[config.mk]
export PLATFORM = sky130hd
export DESIGN_NAME = adaptive_dual_core_schedule_unit
export DESIGN_NICKNAME = d
export VERILOG_FILES = /design/src/rtl/core/adcs_pkg.sv /design/src/rtl/core/adcs_ram.sv /design/src/rtl/core/adcs_csr.sv /design/src/rtl/core/adcs_seq.sv /design/src/rtl/core/adaptive_dual_core_schedule_unit.sv
export SDC_FILE = /design/constraint.sdc
export NUM_CORES = 2
export LEC_CHECK = 0
export ABC_AREA = 1
export BUFFER_PORTS_ARGS = -buffer_cell sky130_fd_sc_hd__buf_2
export CORE_ASPECT_RATIO = 0.5
export CORE_UTILIZATION = 63
export DETAILED_ROUTE_END_ITERATION = 16
export HOLD_SLACK_MARGIN = 0.02
export PLACE_DENSITY = 0.79
export SETUP_SLACK_MARGIN = 0.1
export SYNTH_ARGS = -nofsm -noshare
export SYNTH_HDL_FRONTEND = slang
export SYNTH_HIERARCHICAL = 1
export SYNTH_SLANG_ARGS = --single-unit
[constraint.sdc]
create_clock -name clock -period 8 [get_ports clock]
set_input_delay 1.2 -clock clock [delete_from_list [all_inputs] [get_ports clock]]
set_output_delay 1.2 -clock clock [all_outputs]
set_load 0.03 [all_outputs]
[src/rtl/core/adcs_pkg.sv]
`timescale 1ns / 1ps
// Shared types, constants and helpers for the adaptive dual core schedule unit.
// No dependencies.
package adcs_pkg;

   localparam int MAX_JOBS_DEF = 32;
   localparam logic [21:0] TIME_MAX = 22'h3FFFFF;

   localparam logic [1:0] CLS_SHORT  = 2'd0;
   localparam logic [1:0] CLS_MEDIUM = 2'd1;
   localparam logic [1:0] CLS_LONG   = 2'd2;

   localparam logic [1:0] CSR_QUANTUM = 2'd0;
   localparam logic [1:0] CSR_SHORT   = 2'd1;
   localparam logic [1:0] CSR_MEDIUM  = 2'd2;

   typedef struct packed {
      logic [15:0] burst_length;
      logic        last_job;
   } req_type;

   typedef struct packed {
      logic [5:0]  job_index;
      logic [21:0] wait_time;
      logic [21:0] turnaround_time;
      logic        core_used;
      logic [1:0]  policy_used;
      logic        last_result;
   } rsp_type;

   typedef struct packed {
      logic [15:0] quantum;
      logic [15:0] short_limit;
      logic [15:0] medium_limit;
   } cfg_type;

   typedef struct packed {
      logic [15:0] burst;
      logic [15:0] remain;
      logic [21:0] start;
      logic [21:0] finish;
      logic        core;
   } rec_type;

   typedef enum logic [3:0] {
      ST_LOAD,
      ST_SJ_RD,
      ST_SJ_GOT,
      ST_SK_RD,
      ST_SK_GOT,
      ST_SJ_WR,
      ST_RR_RD,
      ST_RR_GOT,
      ST_LG_RD,
      ST_LG_GOT,
      ST_OUT_RD,
      ST_OUT_GOT
   } state_type;

   function automatic logic [21:0] sat_add(input logic [21:0] a, input logic [21:0] b);
      logic [22:0] s;
      s = {1'b0, a} + {1'b0, b};
      return (s > {1'b0, TIME_MAX}) ? TIME_MAX : s[21:0];
   endfunction

   function automatic logic [1:0] class_of(input logic [15:0] b, input cfg_type c);
      if (b <= c.short_limit) return CLS_SHORT;
      if (b <= c.medium_limit) return CLS_MEDIUM;
      return CLS_LONG;
   endfunction

endpackage

[src/rtl/core/adcs_ram.sv]
`timescale 1ns / 1ps
// Generic simple dual port RAM with registered read.
// No dependencies.
module adcs_ram #(
   parameter int WIDTH = 8,
   parameter int DEPTH = 32
) (
   input  logic                     clock,
   input  logic                     we,
   input  logic [$clog2(DEPTH)-1:0] waddr,
   input  logic [WIDTH-1:0]         wdata,
   input  logic                     re,
   input  logic [$clog2(DEPTH)-1:0] raddr,
   output logic [WIDTH-1:0]         rdata
);
   logic [WIDTH-1:0] mem_ff [DEPTH];
   logic [WIDTH-1:0] rdata_ff;

   always_ff @(posedge clock) begin
      if (we) begin
         mem_ff[waddr] <= wdata;
      end
      if (re) begin
         rdata_ff <= mem_ff[raddr];
      end
   end

   assign rdata = rdata_ff;
endmodule

[src/rtl/core/adcs_csr.sv]
`timescale 1ns / 1ps
// Configuration registers: quantum and class limits.
// Depends on adcs_pkg.
module adcs_csr import adcs_pkg::*; (
   input  logic        clock,
   input  logic        reset,
   input  logic        csr_wr_en,
   input  logic [1:0]  csr_index,
   input  logic [15:0] csr_wdata,
   output cfg_type     cfg
);
   cfg_type cfg_ff, cfg_in;

   always_comb begin
      cfg_in = cfg_ff;
      if (csr_wr_en) begin
         case (csr_index)
            CSR_QUANTUM: cfg_in.quantum = csr_wdata;
            CSR_SHORT:   cfg_in.short_limit = csr_wdata;
            CSR_MEDIUM:  cfg_in.medium_limit = csr_wdata;
            default:     cfg_in = cfg_ff;
         endcase
      end
   end

   always_ff @(posedge clock) begin
      if (reset) begin
         cfg_ff <= '{quantum: 16'd4, short_limit: 16'd5, medium_limit: 16'd10};
      end else begin
         cfg_ff <= cfg_in;
      end
   end

   assign cfg = cfg_ff;
endmodule

[src/rtl/core/adcs_seq.sv]
`timescale 1ns / 1ps
// Load and schedule sequencer: walks the job table in RAM pass by pass.
// Depends on adcs_pkg and adcs_ram.
module adcs_seq import adcs_pkg::*; #(
   parameter int MAX_JOBS = MAX_JOBS_DEF
) (
   input  logic    clock,
   input  logic    reset,
   input  cfg_type cfg,
   input  logic    req_valid,
   output logic    req_stall,
   input  req_type req_data,
   output logic    rsp_valid,
   input  logic    rsp_stall,
   output rsp_type rsp_data
);
   localparam int IDX_W = $clog2(MAX_JOBS);
   localparam int CNT_W = $clog2(MAX_JOBS + 1);
   localparam logic [CNT_W-1:0] CNT_MAX = CNT_W'(MAX_JOBS);

   state_type        state_ff, state_in;
   logic [IDX_W-1:0] i_ff, i_in, k_ff, k_in;
   logic [CNT_W-1:0] cnt_ff, cnt_in, left_ff, left_in;
   logic [21:0]      acc_ff, acc_in, c0_ff, c0_in, c1_ff, c1_in;
   rec_type          reci_ff, reci_in;
   rsp_type          rsp_ff, rsp_in;
   logic             rsp_valid_ff, rsp_valid_in;

   logic             ram_we, ram_re;
   logic [IDX_W-1:0] ram_waddr, ram_raddr;
   rec_type          ram_wdata, ram_rdata;

   adcs_ram #(.WIDTH($bits(rec_type)), .DEPTH(MAX_JOBS)) u_ram (
      .clock (clock),
      .we    (ram_we),
      .waddr (ram_waddr),
      .wdata (ram_wdata),
      .re    (ram_re),
      .raddr (ram_raddr),
      .rdata (ram_rdata)
   );

   always_comb begin
      rec_type     d;
      logic [15:0] q, sl, remn;
      logic [21:0] c1n, fin, ck, bext;
      logic        last_i, last_k, pick;
      logic [CNT_W-1:0] left_nx;

      state_in     = state_ff;
      i_in         = i_ff;
      k_in         = k_ff;
      cnt_in       = cnt_ff;
      left_in      = left_ff;
      acc_in       = acc_ff;
      c0_in        = c0_ff;
      c1_in        = c1_ff;
      reci_in      = reci_ff;
      rsp_in       = rsp_ff;
      rsp_valid_in = rsp_valid_ff;
      ram_we       = 1'b0;
      ram_re       = 1'b0;
      ram_waddr    = i_ff;
      ram_raddr    = i_ff;
      ram_wdata    = ram_rdata;

      d       = ram_rdata;
      q       = (cfg.quantum == 16'd0) ? 16'd1 : cfg.quantum;
      sl      = (d.remain < q) ? d.remain : q;
      remn    = d.remain - sl;
      c1n     = sat_add(c1_ff, {6'd0, sl});
      bext    = {6'd0, d.burst};
      last_i  = (CNT_W'(i_ff) + CNT_W'(1)) == cnt_ff;
      last_k  = (CNT_W'(k_ff) + CNT_W'(1)) == cnt_ff;
      left_nx = left_ff;
      pick    = (c0_ff <= c1_ff) ? 1'b0 : 1'b1;
      ck      = pick ? c1_ff : c0_ff;
      fin     = sat_add(ck, bext);

      if (rsp_valid_ff && !rsp_stall) begin
         rsp_valid_in = 1'b0;
      end

      case (state_ff)
         ST_LOAD: begin
            if (req_valid) begin
               if (cnt_ff < CNT_MAX) begin
                  ram_we    = 1'b1;
                  ram_waddr = cnt_ff[IDX_W-1:0];
                  ram_wdata = '{burst: req_data.burst_length, default: '0};
                  cnt_in    = cnt_ff + CNT_W'(1);
               end
               if (req_data.last_job) begin
                  state_in = ST_SJ_RD;
                  i_in     = '0;
                  c0_in    = '0;
                  c1_in    = '0;
                  left_in  = '0;
               end
            end
         end
         ST_SJ_RD: begin
            ram_re   = 1'b1;
            state_in = ST_SJ_GOT;
         end
         ST_SJ_GOT: begin
            reci_in = d;
            case (class_of(d.burst, cfg))
               CLS_SHORT: begin
                  acc_in   = '0;
                  k_in     = '0;
                  c0_in    = sat_add(c0_ff, bext);
                  state_in = ST_SK_RD;
               end
               CLS_MEDIUM: begin
                  ram_we    = 1'b1;
                  ram_wdata = d;
                  ram_wdata.remain = d.burst;
                  left_nx   = left_ff + CNT_W'(1);
               end
               default: begin
                  left_nx = left_ff;
               end
            endcase
            left_in = left_nx;
            if (class_of(d.burst, cfg) != CLS_SHORT) begin
               if (last_i) begin
                  i_in     = '0;
                  state_in = (left_nx == '0) ? ST_LG_RD : ST_RR_RD;
               end else begin
                  i_in     = i_ff + IDX_W'(1);
                  state_in = ST_SJ_RD;
               end
            end
         end
         ST_SK_RD: begin
            ram_re    = 1'b1;
            ram_raddr = k_ff;
            state_in  = ST_SK_GOT;
         end
         ST_SK_GOT: begin
            if (class_of(d.burst, cfg) == CLS_SHORT &&
                (d.burst < reci_ff.burst || (d.burst == reci_ff.burst && k_ff < i_ff))) begin
               acc_in = sat_add(acc_ff, bext);
            end
            if (last_k) begin
               state_in = ST_SJ_WR;
            end else begin
               k_in     = k_ff + IDX_W'(1);
               state_in = ST_SK_RD;
            end
         end
         ST_SJ_WR: begin
            ram_we    = 1'b1;
            ram_wdata = reci_ff;
            ram_wdata.start  = acc_ff;
            ram_wdata.finish = sat_add(acc_ff, {6'd0, reci_ff.burst});
            ram_wdata.core   = 1'b0;
            if (last_i) begin
               i_in     = '0;
               state_in = (left_ff == '0) ? ST_LG_RD : ST_RR_RD;
            end else begin
               i_in     = i_ff + IDX_W'(1);
               state_in = ST_SJ_RD;
            end
         end
         ST_RR_RD: begin
            ram_re   = 1'b1;
            state_in = ST_RR_GOT;
         end
         ST_RR_GOT: begin
            if (class_of(d.burst, cfg) == CLS_MEDIUM && d.remain != 16'd0) begin
               c1_in     = c1n;
               ram_we    = 1'b1;
               ram_wdata = d;
               ram_wdata.remain = remn;
               if (remn == 16'd0) begin
                  ram_wdata.finish = c1n;
                  ram_wdata.start  = (c1n > bext) ? c1n - bext : 22'd0;
                  ram_wdata.core   = 1'b1;
                  left_nx          = left_ff - CNT_W'(1);
               end
            end
            left_in = left_nx;
            if (last_i) begin
               i_in     = '0;
               state_in = (left_nx == '0) ? ST_LG_RD : ST_RR_RD;
            end else begin
               i_in     = i_ff + IDX_W'(1);
               state_in = ST_RR_RD;
            end
         end
         ST_LG_RD: begin
            ram_re   = 1'b1;
            state_in = ST_LG_GOT;
         end
         ST_LG_GOT: begin
            if (class_of(d.burst, cfg) == CLS_LONG) begin
               ram_we    = 1'b1;
               ram_wdata = d;
               ram_wdata.start  = ck;
               ram_wdata.finish = fin;
               ram_wdata.core   = pick;
               if (pick) begin
                  c1_in = fin;
               end else begin
                  c0_in = fin;
               end
            end
            if (last_i) begin
               i_in     = '0;
               state_in = ST_OUT_RD;
            end else begin
               i_in     = i_ff + IDX_W'(1);
               state_in = ST_LG_RD;
            end
         end
         ST_OUT_RD: begin
            ram_re   = 1'b1;
            state_in = ST_OUT_GOT;
         end
         ST_OUT_GOT: begin
            if (!rsp_valid_ff || !rsp_stall) begin
               rsp_valid_in           = 1'b1;
               rsp_in.job_index       = 6'(i_ff);
               rsp_in.wait_time       = d.start;
               rsp_in.turnaround_time = d.finish;
               rsp_in.core_used       = d.core;
               rsp_in.policy_used     = class_of(d.burst, cfg);
               rsp_in.last_result     = last_i;
               if (last_i) begin
                  cnt_in   = '0;
                  i_in     = '0;
                  state_in = ST_LOAD;
               end else begin
                  i_in     = i_ff + IDX_W'(1);
                  state_in = ST_OUT_RD;
               end
            end
         end
         default: begin
            state_in = ST_LOAD;
         end
      endcase
   end

   always_ff @(posedge clock) begin
      if (reset) begin
         state_ff     <= ST_LOAD;
         cnt_ff       <= '0;
         i_ff         <= '0;
         k_ff         <= '0;
         left_ff      <= '0;
         c0_ff        <= '0;
         c1_ff        <= '0;
         acc_ff       <= '0;
         rsp_valid_ff <= 1'b0;
      end else begin
         state_ff     <= state_in;
         cnt_ff       <= cnt_in;
         i_ff         <= i_in;
         k_ff         <= k_in;
         left_ff      <= left_in;
         c0_ff        <= c0_in;
         c1_ff        <= c1_in;
         acc_ff       <= acc_in;
         rsp_valid_ff <= rsp_valid_in;
      end
   end

   always_ff @(posedge clock) begin
      reci_ff <= reci_in;
      rsp_ff  <= rsp_in;
   end

   assign req_stall = (state_ff != ST_LOAD);
   assign rsp_valid = rsp_valid_ff;
   assign rsp_data  = rsp_ff;
endmodule

[src/rtl/core/adaptive_dual_core_schedule_unit.sv]
`timescale 1ns / 1ps
// Adaptive dual core schedule unit: top level.
// Depends on adcs_pkg, adcs_csr, adcs_seq.
// Loading accepts one word per cycle. After the word marked last_job, the batch of N jobs
// is scheduled from a single job table RAM with registered read, each table access
// going through a read state and a got state: a classify/shortest-first pass, with a
// further table scan for each short job to sum the bursts ahead of it, round robin passes,
// as many as the largest medium burst needs quanta, a long job pass, and an output
// pass with one result word per job in load order. New words are stalled from the
// last_job word until the final result is issued.
module adaptive_dual_core_schedule_unit import adcs_pkg::*; #(
   parameter int MAX_JOBS = MAX_JOBS_DEF
) (
   input  logic        clock,
   input  logic        reset,
   input  logic        req_valid,
   output logic        req_stall,
   input  req_type     req_data,
   output logic        rsp_valid,
   input  logic        rsp_stall,
   output rsp_type     rsp_data,
   input  logic        csr_wr_en,
   input  logic [1:0]  csr_index,
   input  logic [15:0] csr_wdata
);
   cfg_type cfg;

   adcs_csr u_csr (
      .clock     (clock),
      .reset     (reset),
      .csr_wr_en (csr_wr_en),
      .csr_index (csr_index),
      .csr_wdata (csr_wdata),
      .cfg       (cfg)
   );

   adcs_seq #(.MAX_JOBS(MAX_JOBS)) u_seq (
      .clock     (clock),
      .reset     (reset),
      .cfg       (cfg),
      .req_valid (req_valid),
      .req_stall (req_stall),
      .req_data  (req_data),
      .rsp_valid (rsp_valid),
      .rsp_stall (rsp_stall),
      .rsp_data  (rsp_data)
   );
endmodule

==> results.rst <==
.. list-table::
   :header-rows: 1

   * - Metric
     - Value
   * - Outcome
     - finished with violations
   * - Violated checks
     - max-slew violations
   * - Number of endpoints failing setup at the final stage
     - 0
   * - Hold Violations, Final
     - 0
   * - Largest net degree at the start of global routing
     - around 200
   * - Capturing element type of the critical path
     - register
   * - Detailed placer's ending HPWL
     - 229,000 µm
   * - IO Count
     - 96
   * - Clock share of power
     - 0.323
   * - Number of flip-flops and latches in the synthesized netlist
     - 2,767
   * - CP max stage cell
     - sky130_fd_sc_hd__o21ai_0
   * - Die height
     - 312 µm
   * - Initial DRT Pass Iterations
     - 7
   * - Combinational share of power
     - 0.198
   * - DP Area
     - around 130,000 µm²
   * - Drc violations
     - 0
   * - Share of flip-flops with an asynchronous set or reset
     - 0
   * - Overall die area
     - ~200,000 µm²
   * - Total clock buffers created by CTS
     - approximately 230
   * - Final Total Pwr
     - 0.0356 W
   * - Number of buffer and inverter stages on the critical path
     - 7
   * - Grt ovf
     - 0
   * - Worst skew pair latency
     - roughly 930 ps
   * - Highest cell delay on the worst timing path
     - around 640 ps
   * - Maximum VDD drop
     - just over 0.2 mV
   * - Synth cell types
     - 75
   * - Post-synthesis cell area
     - approximately 120,000 µm²
   * - Dominant register cell in the synthesized netlist
     - sky130_fd_sc_hd__edfxtp_1
   * - Drt via density
     - ~6.6
   * - Critical Path Start Type
     - register
   * - Cell internal power dissipation
     - roughly 0.025 W
   * - Sequential-to-total area share from yosys stat
     - 0.674
   * - Syn Nets
     - about 11,000
   * - Most frequent cells in the layout
     - 3,471 x sky130_fd_sc_hd__nand2_1, 2,626 x sky130_fd_sc_hd__edfxtp_1, 2,299 x sky130_fd_sc_hd__nand3_1, 396 x sky130_fd_sc_hd__inv_1, 270 x sky130_fd_sc_hd__nor2_1
   * - Sw Ratio
     - 0.302
   * - Clock root buffer
     - sky130_fd_sc_hd__clkbuf_16
   * - Unrepaired setup endpoints after global routing
     - false
   * - Final clock skew
     - 89.5 ps
   * - Min Tclk post-route
     - 7280 ps
   * - Post-route cell area
     - roughly 130,000 µm²
   * - Data required, critical path
     - around 8600 ps
   * - Detailed router's first-iteration violation count
     - approximately 16,000
   * - CP Data Arrival Time
     - roughly 7900 ps
   * - Clock tree from TritonCTS
     - built
   * - Static Leak
     - 49.2 nW
   * - Overall routing resource usage
     - 0.403
   * - Remaining antenna violation count after routing
     - 0
   * - Part of the cycle the worst path needs
     - 0.910
   * - Core outline area
     - ~190,000 µm²
   * - Slew HR
     - -0.0210
   * - Final Non-Filler Cells
     - about 14,000
   * - Layout Nets
     - roughly 11,000
   * - Last weighted congestion value of the routability-driven placer
     - around 1.0
   * - Clock sinks
     - 2,767
   * - Pwr/cell area
     - ~270 nW/µm²
   * - Core Rows
     - ~110
   * - Most common cell after layout, fill and taps aside
     - sky130_fd_sc_hd__nand2_1
   * - Buffers added on ports
     - 94
   * - Total of max-cap violations
     - 0
   * - Global-route wire length before repair
     - 568,000 µm
   * - Switching power
     - roughly 0.011 W
   * - Initial Utilization
     - 0.636
   * - Total wirelength of the detailed-routed design
     - 399,000 µm
   * - Area grow syn2layout
     - 9.66%
   * - Slew at the pin closest to its max-slew limit
     - between 1500 and 2000 ps
   * - Sequential share of power
     - 0.479
   * - Number of warning messages in the yosys log
     - 6
   * - H-tree depth
     - 4
   * - Number of buffers on the longest clock path
     - 4
   * - Initial antenna violation count
     - 18
   * - Post-Synthesis Cells
     - about 11,000
   * - Via count
     - 90,800
   * - Routed length per instance
     - approximately 29 µm
   * - Post-synth EDFFs
     - about 2,600
   * - Worst setup path category
     - reg2reg
   * - Number of filler instances in the final layout
     - approximately 13,000
   * - Setup tns final
     - 0 ps
   * - Average instance area after synthesis
     - around 11 µm²
   * - Fraction of final layout cells sized beyond drive strength 1
     - 0.0834
   * - Kind of cell with the highest combined delay on the critical path
     - compound AO/OA/AOI/OAI gates
   * - Critical path fanouts, max
     - 32
   * - Inst Count DP
     - 13,400
   * - Chip width
     - 622 µm
   * - Clock slew seen by the registers of the worst setup and hold paths
     - around 70 ps
   * - Type of the worst min-delay path
     - reg2reg
   * - Max-slew violation total from the final report
     - 1
   * - CP most frequent cell
     - sky130_fd_sc_hd__nand2_1
   * - Via count of the first global-routing pass
     - 83,300
   * - Maximum clock rate
     - ~140 MHz
-- power by group through the flow --
stage          clock network [W]  logic (W)  registers, W
3_5_place_dp                   0    0.00674        0.0174
6_report                  0.0115    0.00705        0.0171
4_1_cts                   0.0115    0.00680        0.0170
3_3_place_gp                   0    0.00665        0.0173
5_1_grt                   0.0120    0.00750        0.0171
2_1_floorplan                  0    0.00434        0.0173
-- synth_stat cells (29+ instances only) --
master                     count  area, µm²
sky130_fd_sc_hd__buf_1        77        289
sky130_fd_sc_hd__dfxtp_1     141       2820
sky130_fd_sc_hd__buf_6        46        518
sky130_fd_sc_hd__nand4_1      44        275
sky130_fd_sc_hd__nor2_1      309       1160
sky130_fd_sc_hd__nand2_1    3471      13000
sky130_fd_sc_hd__buf_4        54        405
sky130_fd_sc_hd__clkbuf_1    129        484
sky130_fd_sc_hd__o21ai_0     134        671
sky130_fd_sc_hd__inv_1       398       1490
sky130_fd_sc_hd__inv_2        35        131
sky130_fd_sc_hd__a21oi_1     231       1160
sky130_fd_sc_hd__o211ai_1     36        270
sky130_fd_sc_hd__edfxtp_1   2626      78900
sky130_fd_sc_hd__a31oi_1      54        338
sky130_fd_sc_hd__buf_2       322       1610
sky130_fd_sc_hd__ha_1        209       2620
sky130_fd_sc_hd__nand3_1    2299      11500
sky130_fd_sc_hd__a221oi_1     29        254
sky130_fd_sc_hd__o21ai_1      81        405
sky130_fd_sc_hd__xor2_1       72        631
-- metrics by stage --
| step | setup slack, ps | hold slack, ps | util |
|---|---|---|---|
| after floorplan | 864 | 426 | - |
| after CTS | 416 | 471 | 0.698 |
| final | 717 | 470 | 0.698 |
| after global routing | 82.9 | 484 | 0.698 |
| after detailed placement | 520 | 455 | 0.658 |
| after global placement | 566 | 444 | 0.658 |
-- per-layer routing --
| metal | routed length [µm] | up-vias | track usage |
|---|---|---|---|
| met1 | 144000 | 43200 | 0.586 |
| met4 | 20100 | 12 | 0.173 |
| met5 | 84 | - | 0 |
| met3 | 69000 | 1237 | 0.124 |
| li1 | - | 38900 | - |
| met2 | 165000 | 7548 | 0.566 |
-- final cells by class --
type                       count  area, µm²  share of cell area
sequential                  2767      81700               0.615
multi-input combinational   7237      35300               0.266
clock buffer                 274       6030              0.0453
timing repair buffer         394       3550              0.0267
tap                         2530       3170              0.0238
inverter                     440       1700              0.0128
clock inverter               150       1470              0.0111
antenna                        8       20.0            0.000151
-- tightest hold or removal path, delay by kind of cell (launching register included) --
family / cells / cell delay (ps)
DFF: 1 / 330
and+or+nand+nor: 2 / 110
-- logic make-up (layout without fill, tap and decap cells) --
logic type / after synthesis / count (layout) / share of synthesized area
AOI/OAI and AO/OA: 704 / 704 / 0.0352
DFF: 2767 / 2767 / 0.674
buffers and inverters: 1068 / 1258 / 0.0410
adders and majority gates: 216 / 216 / 0.0227
and+or+nand+nor: 6215 / 6215 / 0.220
xor gates and xnor gates: 101 / 101 / 0.00736
other: 1 / 9 / 0.0000309
-- final timing paths --
path	slack (ps)	endpoint	start	depth (start not counted)
max	720	u_seq/u_ram/mem_ff[26][26]	u_seq/u_ram/rdata[57]	37
min	470	u_csr/cfg[18]	u_csr/cfg[18]	2
max reg2reg	720	u_seq/u_ram/mem_ff[26][26]	u_seq/u_ram/rdata[57]	37
min reg2reg	470	u_csr/cfg[18]	u_csr/cfg[18]	2
-- sequential cells by signal, indices dropped and copies added (netlist names) --
signal	flops
u_csr/cfg	48
u_seq/acc_ff	22
u_seq/c0_ff	22
u_seq/c1_ff	22
u_seq/cnt_ff	6
u_seq/i_ff	5
u_seq/k_ff	5
u_seq/left_ff	6
u_seq/reci_ff	32
u_seq/rsp_data	53
u_seq/rsp_valid	1
u_seq/state_ff	4
u_seq/u_ram/mem_ff	2464
u_seq/u_ram/rdata	77
-- timing repair --
item                       4_1_cts  5_1_grt
hold buffers                     0        0
setup endpoints to repair        0      672
buffers inserted                 0        0
gates resized for setup          0        5
Power figures use the tool's default switching activity.
